### src/gpt_pkg.sv
package gpt_pkg;

    // mode register codes; codes above MODE_HT_WHITE pass the pixel through
    localparam logic [2:0] MODE_NEGATIVE = 3'd0;
    localparam logic [2:0] MODE_LEVELS   = 3'd1;
    localparam logic [2:0] MODE_THRESH   = 3'd2;
    localparam logic [2:0] MODE_HT_BLACK = 3'd3;
    localparam logic [2:0] MODE_HT_WHITE = 3'd4;

    // configuration register indexes
    localparam logic [2:0] CFG_MODE      = 3'd0;
    localparam logic [2:0] CFG_MAX_GREY  = 3'd1;
    localparam logic [2:0] CFG_BLACK     = 3'd2;
    localparam logic [2:0] CFG_WHITE     = 3'd3;
    localparam logic [2:0] CFG_THRESHOLD = 3'd4;

    localparam int unsigned FIELD_BITS = 16;
    localparam int unsigned CFG_BITS   = 16;
    localparam int unsigned IDX_BITS   = 3;

    // side information that travels with each pixel down the pipe
    typedef struct packed {
        logic valid;
        logic line_end;
        logic frame_end;
        logic use_div;   // result comes from the divider, not the bypass value
    } t_side;

endpackage

### src/gpt_map.sv
module gpt_map #(
    parameter int unsigned PIXEL_BITS = 16
) (
    input  logic                    i_clk,
    input  logic                    i_rst_n,
    input  logic                    i_en,
    input  gpt_pkg::t_side          i_side,
    input  logic [PIXEL_BITS-1:0]   i_pix,
    input  logic [2:0]              i_mode,
    input  logic [PIXEL_BITS-1:0]   i_max,
    input  logic [PIXEL_BITS-1:0]   i_black,
    input  logic [PIXEL_BITS-1:0]   i_white,
    input  logic [PIXEL_BITS-1:0]   i_thresh,
    output gpt_pkg::t_side          o_side,
    output logic [PIXEL_BITS-1:0]   o_res,
    output logic [PIXEL_BITS-1:0]   o_diff,
    output logic [PIXEL_BITS-1:0]   o_den
);
    import gpt_pkg::*;

    t_side                 r_side;
    t_side                 n_side;
    logic                  n_use_div;
    logic [PIXEL_BITS-1:0] n_res;
    logic [PIXEL_BITS-1:0] r_res;
    logic [PIXEL_BITS-1:0] r_diff;
    logic [PIXEL_BITS-1:0] r_den;
    logic                  w_le_t;

    assign w_le_t = (i_pix <= i_thresh);

    always_comb begin
        n_use_div = 1'b0;
        case (i_mode)
            MODE_NEGATIVE: n_res = (i_pix <= i_max) ? (i_max - i_pix) : '0;
            MODE_LEVELS: begin
                if (i_pix <= i_black) begin
                    n_res = '0;
                end else if (i_pix < i_white) begin
                    n_res     = '0;
                    n_use_div = 1'b1;
                end else begin
                    n_res = i_max;
                end
            end
            MODE_THRESH:   n_res = w_le_t ? '0 : i_max;
            MODE_HT_BLACK: n_res = w_le_t ? '0 : i_pix;
            MODE_HT_WHITE: n_res = w_le_t ? i_pix : i_max;
            default:       n_res = i_pix;
        endcase
    end

    always_comb begin
        n_side         = i_side;
        n_side.use_div = n_use_div;
    end

    always_ff @(posedge i_clk) begin
        if (!i_rst_n) begin
            r_side <= '0;
        end else if (i_en) begin
            r_side <= n_side;
        end
    end

    always_ff @(posedge i_clk) begin
        if (i_en) begin
            r_res  <= n_res;
            r_diff <= i_pix - i_black;
            r_den  <= i_white - i_black;
        end
    end

    assign o_side = r_side;
    assign o_res  = r_res;
    assign o_diff = r_diff;
    assign o_den  = r_den;

endmodule

### src/gpt_mul.sv
module gpt_mul #(
    parameter int unsigned PIXEL_BITS = 16
) (
    input  logic                      i_clk,
    input  logic                      i_rst_n,
    input  logic                      i_en,
    input  gpt_pkg::t_side            i_side,
    input  logic [PIXEL_BITS-1:0]     i_res,
    input  logic [PIXEL_BITS-1:0]     i_diff,
    input  logic [PIXEL_BITS-1:0]     i_den,
    input  logic [PIXEL_BITS-1:0]     i_max,
    output gpt_pkg::t_side            o_side,
    output logic [PIXEL_BITS-1:0]     o_res,
    output logic [2*PIXEL_BITS-1:0]   o_prod,
    output logic [PIXEL_BITS-1:0]     o_den
);
    import gpt_pkg::*;

    t_side                   r_side;
    logic [PIXEL_BITS-1:0]   r_res;
    logic [2*PIXEL_BITS-1:0] r_prod;
    logic [PIXEL_BITS-1:0]   r_den;

    always_ff @(posedge i_clk) begin
        if (!i_rst_n) begin
            r_side <= '0;
        end else if (i_en) begin
            r_side <= i_side;
        end
    end

    // (pixel - black) * max, full width
    always_ff @(posedge i_clk) begin
        if (i_en) begin
            r_res  <= i_res;
            r_prod <= (2*PIXEL_BITS)'(i_diff) * (2*PIXEL_BITS)'(i_max);
            r_den  <= i_den;
        end
    end

    assign o_side = r_side;
    assign o_res  = r_res;
    assign o_prod = r_prod;
    assign o_den  = r_den;

endmodule

### src/gpt_div_stage.sv
// One restoring division step. i_work holds {remainder, numerator bits
// still to consume}; quotient bits shift in at the bottom.
module gpt_div_stage #(
    parameter int unsigned PIXEL_BITS = 16
) (
    input  logic                      i_clk,
    input  logic                      i_rst_n,
    input  logic                      i_en,
    input  gpt_pkg::t_side            i_side,
    input  logic [PIXEL_BITS-1:0]     i_res,
    input  logic [2*PIXEL_BITS-1:0]   i_work,
    input  logic [PIXEL_BITS-1:0]     i_den,
    output gpt_pkg::t_side            o_side,
    output logic [PIXEL_BITS-1:0]     o_res,
    output logic [2*PIXEL_BITS-1:0]   o_work,
    output logic [PIXEL_BITS-1:0]     o_den
);
    import gpt_pkg::*;

    t_side                   r_side;
    logic [PIXEL_BITS-1:0]   r_res;
    logic [2*PIXEL_BITS-1:0] r_work;
    logic [PIXEL_BITS-1:0]   r_den;

    logic [PIXEL_BITS:0]     w_trial;
    logic                    w_ge;
    logic [PIXEL_BITS:0]     w_sub;
    logic [PIXEL_BITS-1:0]   n_rem;
    logic [2*PIXEL_BITS-1:0] n_work;

    assign w_trial = i_work[2*PIXEL_BITS-1:PIXEL_BITS-1];
    assign w_ge    = (w_trial >= {1'b0, i_den});
    assign w_sub   = w_trial - {1'b0, i_den};
    assign n_rem   = w_ge ? w_sub[PIXEL_BITS-1:0] : w_trial[PIXEL_BITS-1:0];
    assign n_work  = {n_rem, i_work[PIXEL_BITS-2:0], w_ge};

    always_ff @(posedge i_clk) begin
        if (!i_rst_n) begin
            r_side <= '0;
        end else if (i_en) begin
            r_side <= i_side;
        end
    end

    always_ff @(posedge i_clk) begin
        if (i_en) begin
            r_res  <= i_res;
            r_work <= n_work;
            r_den  <= i_den;
        end
    end

    assign o_side = r_side;
    assign o_res  = r_res;
    assign o_work = r_work;
    assign o_den  = r_den;

endmodule

### src/grey_point_transform.sv
// Greyscale point operation on a pixel stream.
// Slave stream carries one pixel per word, with the row-end marker on tlast
// and the image-end marker on tuser. Master stream gives one word per input
// word, in order, markers copied unchanged.
// Five registers are written through the cfg port (mode, max grey, black
// level, white level, threshold); write them only while the pipe is empty.
// Grey values are taken in their low PIXEL_BITS bits.
// Throughput: one word per cycle unless the receiver stalls. A word
// passes, in order, the input register, decode, multiply, one stage per
// quotient bit of the levels divider and the output register. The
// divider is fully pipelined, so every mode has the same latency and
// the depth is set by the number of quotient bits.
// Reset clears every valid bit and loads the register reset values
// (negative mode, max 255, black 0, white 255, threshold 127).
// When the receiver stalls with a word waiting, the whole pipe holds and
// s_axis_tready drops; nothing is lost or repeated. While the output
// register is empty the pipe keeps moving even if the receiver is stalled.
module grey_point_transform #(
    parameter int unsigned PIXEL_BITS = 16
) (
    input  logic                              i_clk,
    input  logic                              i_rst_n,
    // slave side
    input  logic                              s_axis_tvalid,
    output logic                              s_axis_tready,
    input  logic [gpt_pkg::FIELD_BITS-1:0]    s_axis_tdata,  // [15:0] pixel_in
    input  logic                              s_axis_tlast,  // line_end_in
    input  logic                              s_axis_tuser,  // [0] frame_end_in
    // master side
    output logic                              m_axis_tvalid,
    input  logic                              m_axis_tready,
    output logic [gpt_pkg::FIELD_BITS-1:0]    m_axis_tdata,  // [15:0] pixel_out
    output logic                              m_axis_tlast,  // line_end_out
    output logic                              m_axis_tuser,  // [0] frame_end_out
    // configuration writes
    input  logic                              i_cfg_we,
    input  logic [gpt_pkg::IDX_BITS-1:0]      i_cfg_idx,
    input  logic [gpt_pkg::CFG_BITS-1:0]      i_cfg_data
);
    import gpt_pkg::*;

    localparam int unsigned PB = PIXEL_BITS;

    // configuration registers
    logic [2:0]          r_mode;
    logic [CFG_BITS-1:0] r_max;
    logic [CFG_BITS-1:0] r_black;
    logic [CFG_BITS-1:0] r_white;
    logic [CFG_BITS-1:0] r_thresh;

    always_ff @(posedge i_clk) begin
        if (!i_rst_n) begin
            r_mode   <= MODE_NEGATIVE;
            r_max    <= CFG_BITS'(255);
            r_black  <= '0;
            r_white  <= CFG_BITS'(255);
            r_thresh <= CFG_BITS'(127);
        end else if (i_cfg_we) begin
            case (i_cfg_idx)
                CFG_MODE:      r_mode   <= i_cfg_data[2:0];
                CFG_MAX_GREY:  r_max    <= i_cfg_data;
                CFG_BLACK:     r_black  <= i_cfg_data;
                CFG_WHITE:     r_white  <= i_cfg_data;
                CFG_THRESHOLD: r_thresh <= i_cfg_data;
                default: ;
            endcase
        end
    end

    // single advance enable: pipe moves whenever the output register frees up
    logic w_adv;
    logic r_out_valid;

    assign w_adv         = !r_out_valid || m_axis_tready;
    assign s_axis_tready = w_adv;

    // input register
    t_side         r_in_side;
    logic [PB-1:0] r_in_pix;
    t_side         n_in_side;

    always_comb begin
        n_in_side           = '0;
        n_in_side.valid     = s_axis_tvalid;
        n_in_side.line_end  = s_axis_tlast;
        n_in_side.frame_end = s_axis_tuser;
    end

    always_ff @(posedge i_clk) begin
        if (!i_rst_n) begin
            r_in_side <= '0;
        end else if (w_adv) begin
            r_in_side <= n_in_side;
        end
    end

    always_ff @(posedge i_clk) begin
        if (w_adv) begin
            r_in_pix <= s_axis_tdata[PB-1:0];
        end
    end

    // decode stage: bypass result and levels operands
    t_side         w_map_side;
    logic [PB-1:0] w_map_res;
    logic [PB-1:0] w_map_diff;
    logic [PB-1:0] w_map_den;

    gpt_map #(.PIXEL_BITS(PB)) u_map (
        .i_clk    (i_clk),
        .i_rst_n  (i_rst_n),
        .i_en     (w_adv),
        .i_side   (r_in_side),
        .i_pix    (r_in_pix),
        .i_mode   (r_mode),
        .i_max    (r_max[PB-1:0]),
        .i_black  (r_black[PB-1:0]),
        .i_white  (r_white[PB-1:0]),
        .i_thresh (r_thresh[PB-1:0]),
        .o_side   (w_map_side),
        .o_res    (w_map_res),
        .o_diff   (w_map_diff),
        .o_den    (w_map_den)
    );

    // divider chain, index 0 is the multiplier output
    t_side           w_side [0:PB];
    logic [PB-1:0]   w_res  [0:PB];
    logic [2*PB-1:0] w_work [0:PB];
    logic [PB-1:0]   w_den  [0:PB];

    gpt_mul #(.PIXEL_BITS(PB)) u_mul (
        .i_clk   (i_clk),
        .i_rst_n (i_rst_n),
        .i_en    (w_adv),
        .i_side  (w_map_side),
        .i_res   (w_map_res),
        .i_diff  (w_map_diff),
        .i_den   (w_map_den),
        .i_max   (r_max[PB-1:0]),
        .o_side  (w_side[0]),
        .o_res   (w_res[0]),
        .o_prod  (w_work[0]),
        .o_den   (w_den[0])
    );

    // the quotient is below max grey, so it fits in PB bits and the
    // upper half of the product starts below the divisor
    for (genvar g = 0; g < PB; g++) begin : g_div
        gpt_div_stage #(.PIXEL_BITS(PB)) u_stage (
            .i_clk   (i_clk),
            .i_rst_n (i_rst_n),
            .i_en    (w_adv),
            .i_side  (w_side[g]),
            .i_res   (w_res[g]),
            .i_work  (w_work[g]),
            .i_den   (w_den[g]),
            .o_side  (w_side[g+1]),
            .o_res   (w_res[g+1]),
            .o_work  (w_work[g+1]),
            .o_den   (w_den[g+1])
        );
    end

    // output register
    logic [PB-1:0] r_out_pix;
    logic          r_out_le;
    logic          r_out_fe;
    logic [PB-1:0] n_out_pix;

    assign n_out_pix = w_side[PB].use_div ? w_work[PB][PB-1:0] : w_res[PB];

    always_ff @(posedge i_clk) begin
        if (!i_rst_n) begin
            r_out_valid <= 1'b0;
        end else if (w_adv) begin
            r_out_valid <= w_side[PB].valid;
        end
    end

    always_ff @(posedge i_clk) begin
        if (w_adv) begin
            r_out_pix <= n_out_pix;
            r_out_le  <= w_side[PB].line_end;
            r_out_fe  <= w_side[PB].frame_end;
        end
    end

    assign m_axis_tvalid = r_out_valid;
    assign m_axis_tdata  = FIELD_BITS'(r_out_pix);
    assign m_axis_tlast  = r_out_le;
    assign m_axis_tuser  = r_out_fe;

endmodule

### config.mk
export PLATFORM = sky130hd
export DESIGN_NAME = grey_point_transform
export DESIGN_NICKNAME = d
export VERILOG_FILES = /design/src/gpt_pkg.sv /design/src/gpt_map.sv /design/src/gpt_mul.sv /design/src/gpt_div_stage.sv /design/src/grey_point_transform.sv
export SDC_FILE = /design/constraint.sdc
export NUM_CORES = 2
export LEC_CHECK = 0
export ABC_AREA = 1
export BUFFER_PORTS_ARGS = -buffer_cell sky130_fd_sc_hd__buf_2
export CELL_PAD_IN_SITES_DETAIL_PLACEMENT = 2
export CELL_PAD_IN_SITES_GLOBAL_PLACEMENT = 2
export CORE_AREA = 2 2 403 405
export DETAILED_ROUTE_END_ITERATION = 8
export DIE_AREA = 0 0 405 407
export PLACE_DENSITY = 0.9
export SLEW_MARGIN = 20
export SYNTH_ARGS = -nofsm -noshare
export SYNTH_HDL_FRONTEND = slang
export SYNTH_SLANG_ARGS = --single-unit
### constraint.sdc
create_clock -name i_clk -period 66.6 [get_ports i_clk]
set_input_delay 13.32 -clock i_clk [delete_from_list [all_inputs] [get_ports i_clk]]
set_output_delay 13.32 -clock i_clk [all_outputs]
set_load 0.02 [all_outputs]
==> impl_metrics.py <==
metrics = {
    "cts": {
        "cts_resized": 0,
        "cts_buffers": 150,
        "path_clk_slew_ps": 70,
        "post_cts_buffers": 0,
        "cts_tree": "yes",
        "cts.sinks": 1281,
        "cts_hold_buf": 0,
        "root_buffer": "clkbuf_16",
        "clk_path_buf_depth": 3,
        "htreeDepth": 4,
        "clk-insertion-delay-late_ps": 880,
    },
    "timing": {
        "rsz0062_at_grt": "no",
        "finalCriticalPeriod_ps": 28040,
        "slew_violations": 0,
        "finalHoldViolCount": 0,
        "max_freq_ghz": 0.03567,
        "skew_ps": 72.80,
        "tightest_slew_ps": 1252,
        "period_share_pct": 42.09,
        "tns_ps": 0,
        "report.final.setup_viol": 0,
        "relSlewSlack_pct": 16.52,
    },
    "placement": {
        "place.gp.congestion": 0.8685,
        "dpl-instance-area_sq_um": 71080,
        "place_inst": 8701,
        "port_buffers": 61,
        "dp_hpwl_mm": 184.2,
    },
    "routing": {
        "remaining_drc_errors": 0,
        "wl_per_cell_um": 33.44,
        "num_vias": 54600,
        "via_per_inst": 6.080,
        "drt_first_pass_iters": 6,
        "drtIter0Drc": 5141,
        "postRouteAntennaNets": 0,
        "wl_mm": 300.3,
    },
    "logic_synthesis": {
        "avgSynthCellArea_sq_um": 10.40,
        "synth_seq_cells": 1281,
        "async_flop_share_pct": 0,
        "synth_area_sq_um": 68570,
        "ys_seq_area_share_pct": 54.01,
        "synth-main-ff-cell": "edfxtp_1",
        "ys_warn_count": 0,
        "syn-num-nets": 7288,
        "synth-edff-count": 1138,
        "synth_cells": 6596,
        "ys_types": 50,
    },
    "layout": {
        "drive_gt1_share_pct": 6.206,
        "multi_input_area_sq_um": 26880,
        "fin_util_pct": 47.46,
        "n_fill_cell": 16270,
        "area.growth.synth_to_final_pct": 10.88,
        "seq_area_sq_um": 37040,
        "fin_cells": 8980,
        "finalInstanceArea_sq_um": 76040,
        "final_net_count": 7386,
    },
    "run": {
        "max_cap_violations": 0,
    },
    "worst_hold_path": {
        "hold_end": "g_div[4].u_stage.o_res[6]",
        "hp-class": "reg2reg",
        "min-delay-start": "g_div[3].u_stage.o_res[6]",
        "hold_depth": 0,
    },
    "outcome": {
        "outcome": "completed",
    },
    "worst_setup_path": {
        "critical_path.slowest_cell": "buf_4",
        "reg2regPathDepth": 18,
        "worstPathArrival_ps": 14720,
        "r2r-end": "u_mul.o_prod[24]",
        "crit_chain": "buf_2, nor2_4, buf_4, inv_8, buf_2",
        "start_kind": "input port",
        "cp_num_buf_inv": 4,
        "r2r_start": "u_map.o_diff[12]",
        "crit_fanout": 76,
        "path_common_cell": "buf_2",
        "r2r_slack_ps": 58750,
        "setup.worst_path.end_class": "output pin",
        "worst_path_largest_cell_delay_ps": 550,
        "critPathTopFamily": "buffers and inverters",
        "path_class": "in2out",
        "worstPathRequired_ps": 53280,
    },
    "floorplanning": {
        "die_w_um": 405,
        "std_cell_rows": 147,
        "dieArea_sq_um": 164800,
        "ios": 62,
        "start_util_pct": 42.80,
        "core_sq_um": 160200,
        "dieHeight_um": 407,
    },
    "global_routing": {
        "antenna_found_initial": 12,
        "grt-ovfl-total": 0,
        "grt_max_degree": 177,
        "track_usage_pct": 35.81,
        "grt_pass1_vias": 62130,
        "grt_pass1_wl_mm": 430.3,
    },
}
-- placed cells by master (no fill, tap or decap), drive strengths merged, types with 22 or more instances in the layout --
cell type | synthesis | layout
a21boi | 39 | 39
o211ai | 22 | 22
a21o | 39 | 39
xor2 | 124 | 124
buf | 63 | 103
inv | 1026 | 1036
xnor2 | 130 | 130
edfxtp | 1138 | 1138
a21oi | 502 | 502
o21ai | 282 | 282
nand4 | 94 | 94
fa | 212 | 212
dfxtp | 143 | 143
nand3 | 319 | 319
clkinv | 1 | 67
nor2 | 643 | 643
nand2 | 1142 | 1142
clkbuf | 94 | 186
a31oi | 26 | 26
ha | 438 | 438
nor3 | 48 | 48
-- cells in the mapped netlist (9+ instances only) --
master	number	area [sq um]
edfxtp_1	1138	34170
nand2_1	1131	4245
inv_1	1018	3821
nor2_1	628	2357
a21oi_1	498	2492
ha_1	438	5480
nand3_1	317	1587
o21ai_0	255	1276
fa_1	212	4244
dfxtp_1	143	2863
xnor2_1	130	1139
xor2_1	124	1086
clkbuf_1	94	352.8
nand4_1	80	500.5
nor3_1	45	225.2
a21o_1	39	292.8
buf_2	31	155.2
a31oi_1	26	162.7
buf_6	23	259.0
a21boi_0	22	165.2
o211ai_1	22	165.2
o21ai_2	18	157.7
mux2_2	16	180.2
o21bai_1	16	120.1
nor2_2	15	93.84
a21boi_2	12	135.1
nand4_2	11	137.6
nor4_1	11	68.82
nand2_2	10	62.56
and2_1	9	56.30
buf_4	9	67.56
o21ai_1	9	45.04
-- area by class of cell --
cell class	count	area share, %
well taps	2160	3.554
repair buffers	103	0.8754
inverters	1027	5.080
diodes	4	0.01316
multi-input cells	4131	35.35
clock inverters	88	1.239
flip-flops and latches	1281	48.71
clock buffers	186	5.182
-- worst max path at each step --
stage                        from            end  slack [ps]  cells after the start
floorplan           m_axis_tready  s_axis_tready        8780                      3
global placement    m_axis_tready  s_axis_tready       38580                      5
detailed placement  m_axis_tready  s_axis_tready       38560                      5
CTS                 m_axis_tready  s_axis_tready       38550                      5
global route        m_axis_tready  s_axis_tready       38450                      5
finish              m_axis_tready  s_axis_tready       38560                      5
-- cells by family after synthesis --
family | Yosys count | share of synthesized area [%]
compound gates | 933 | 7.527
xor+xnor | 254 | 3.244
fa+ha+maj | 650 | 14.18
buf+inv | 1184 | 6.839
flops | 1281 | 54.01
mux | 16 | 0.2627
simple gates | 2278 | 13.94
-- routing by layer --
metal	GRT usage [%]	wire (um)	share of wire (%)	vias up
li1	-	-	-	22270
met1	36.23	100700	34	27580
met2	63.18	150100	50	3219
met3	8.254	20170	6.7	1516
met4	28.98	29160	9.7	14
met5	0.05947	155	0.052	-
-- stage by stage --
step	hold WS, ps	setup slack (ps)
detailed placement	405.2	38560
global route	384.0	38450
finish	383.5	38560
global placement	400.1	38580
floorplan	400.3	8785
CTS	381.0	38550
-- registers in the layout, indices dropped and copies added (netlist names) --
signal                count
g_div.u_stage.o_work    496
g_div.u_stage.o_res     256
g_div.u_stage.o_den     240
g_div.u_stage.o_side     64
u_mul.o_prod             32
m_axis_tdata             16
r_black                  16
r_in_pix                 16
r_max                    16
r_thresh                 16
r_white                  16
u_map.o_den              16
u_map.o_diff             16
u_map.o_res              16
u_mul.o_den              16
u_mul.o_res              16
u_map.o_side              4
u_mul.o_side              4
r_in_side                 3
r_mode                    3
m_axis_tlast              1
m_axis_tuser              1
m_axis_tvalid             1
Power is not shown: default switching activity piles up to over one toggle a cycle in this logic, so the estimate is an artifact.
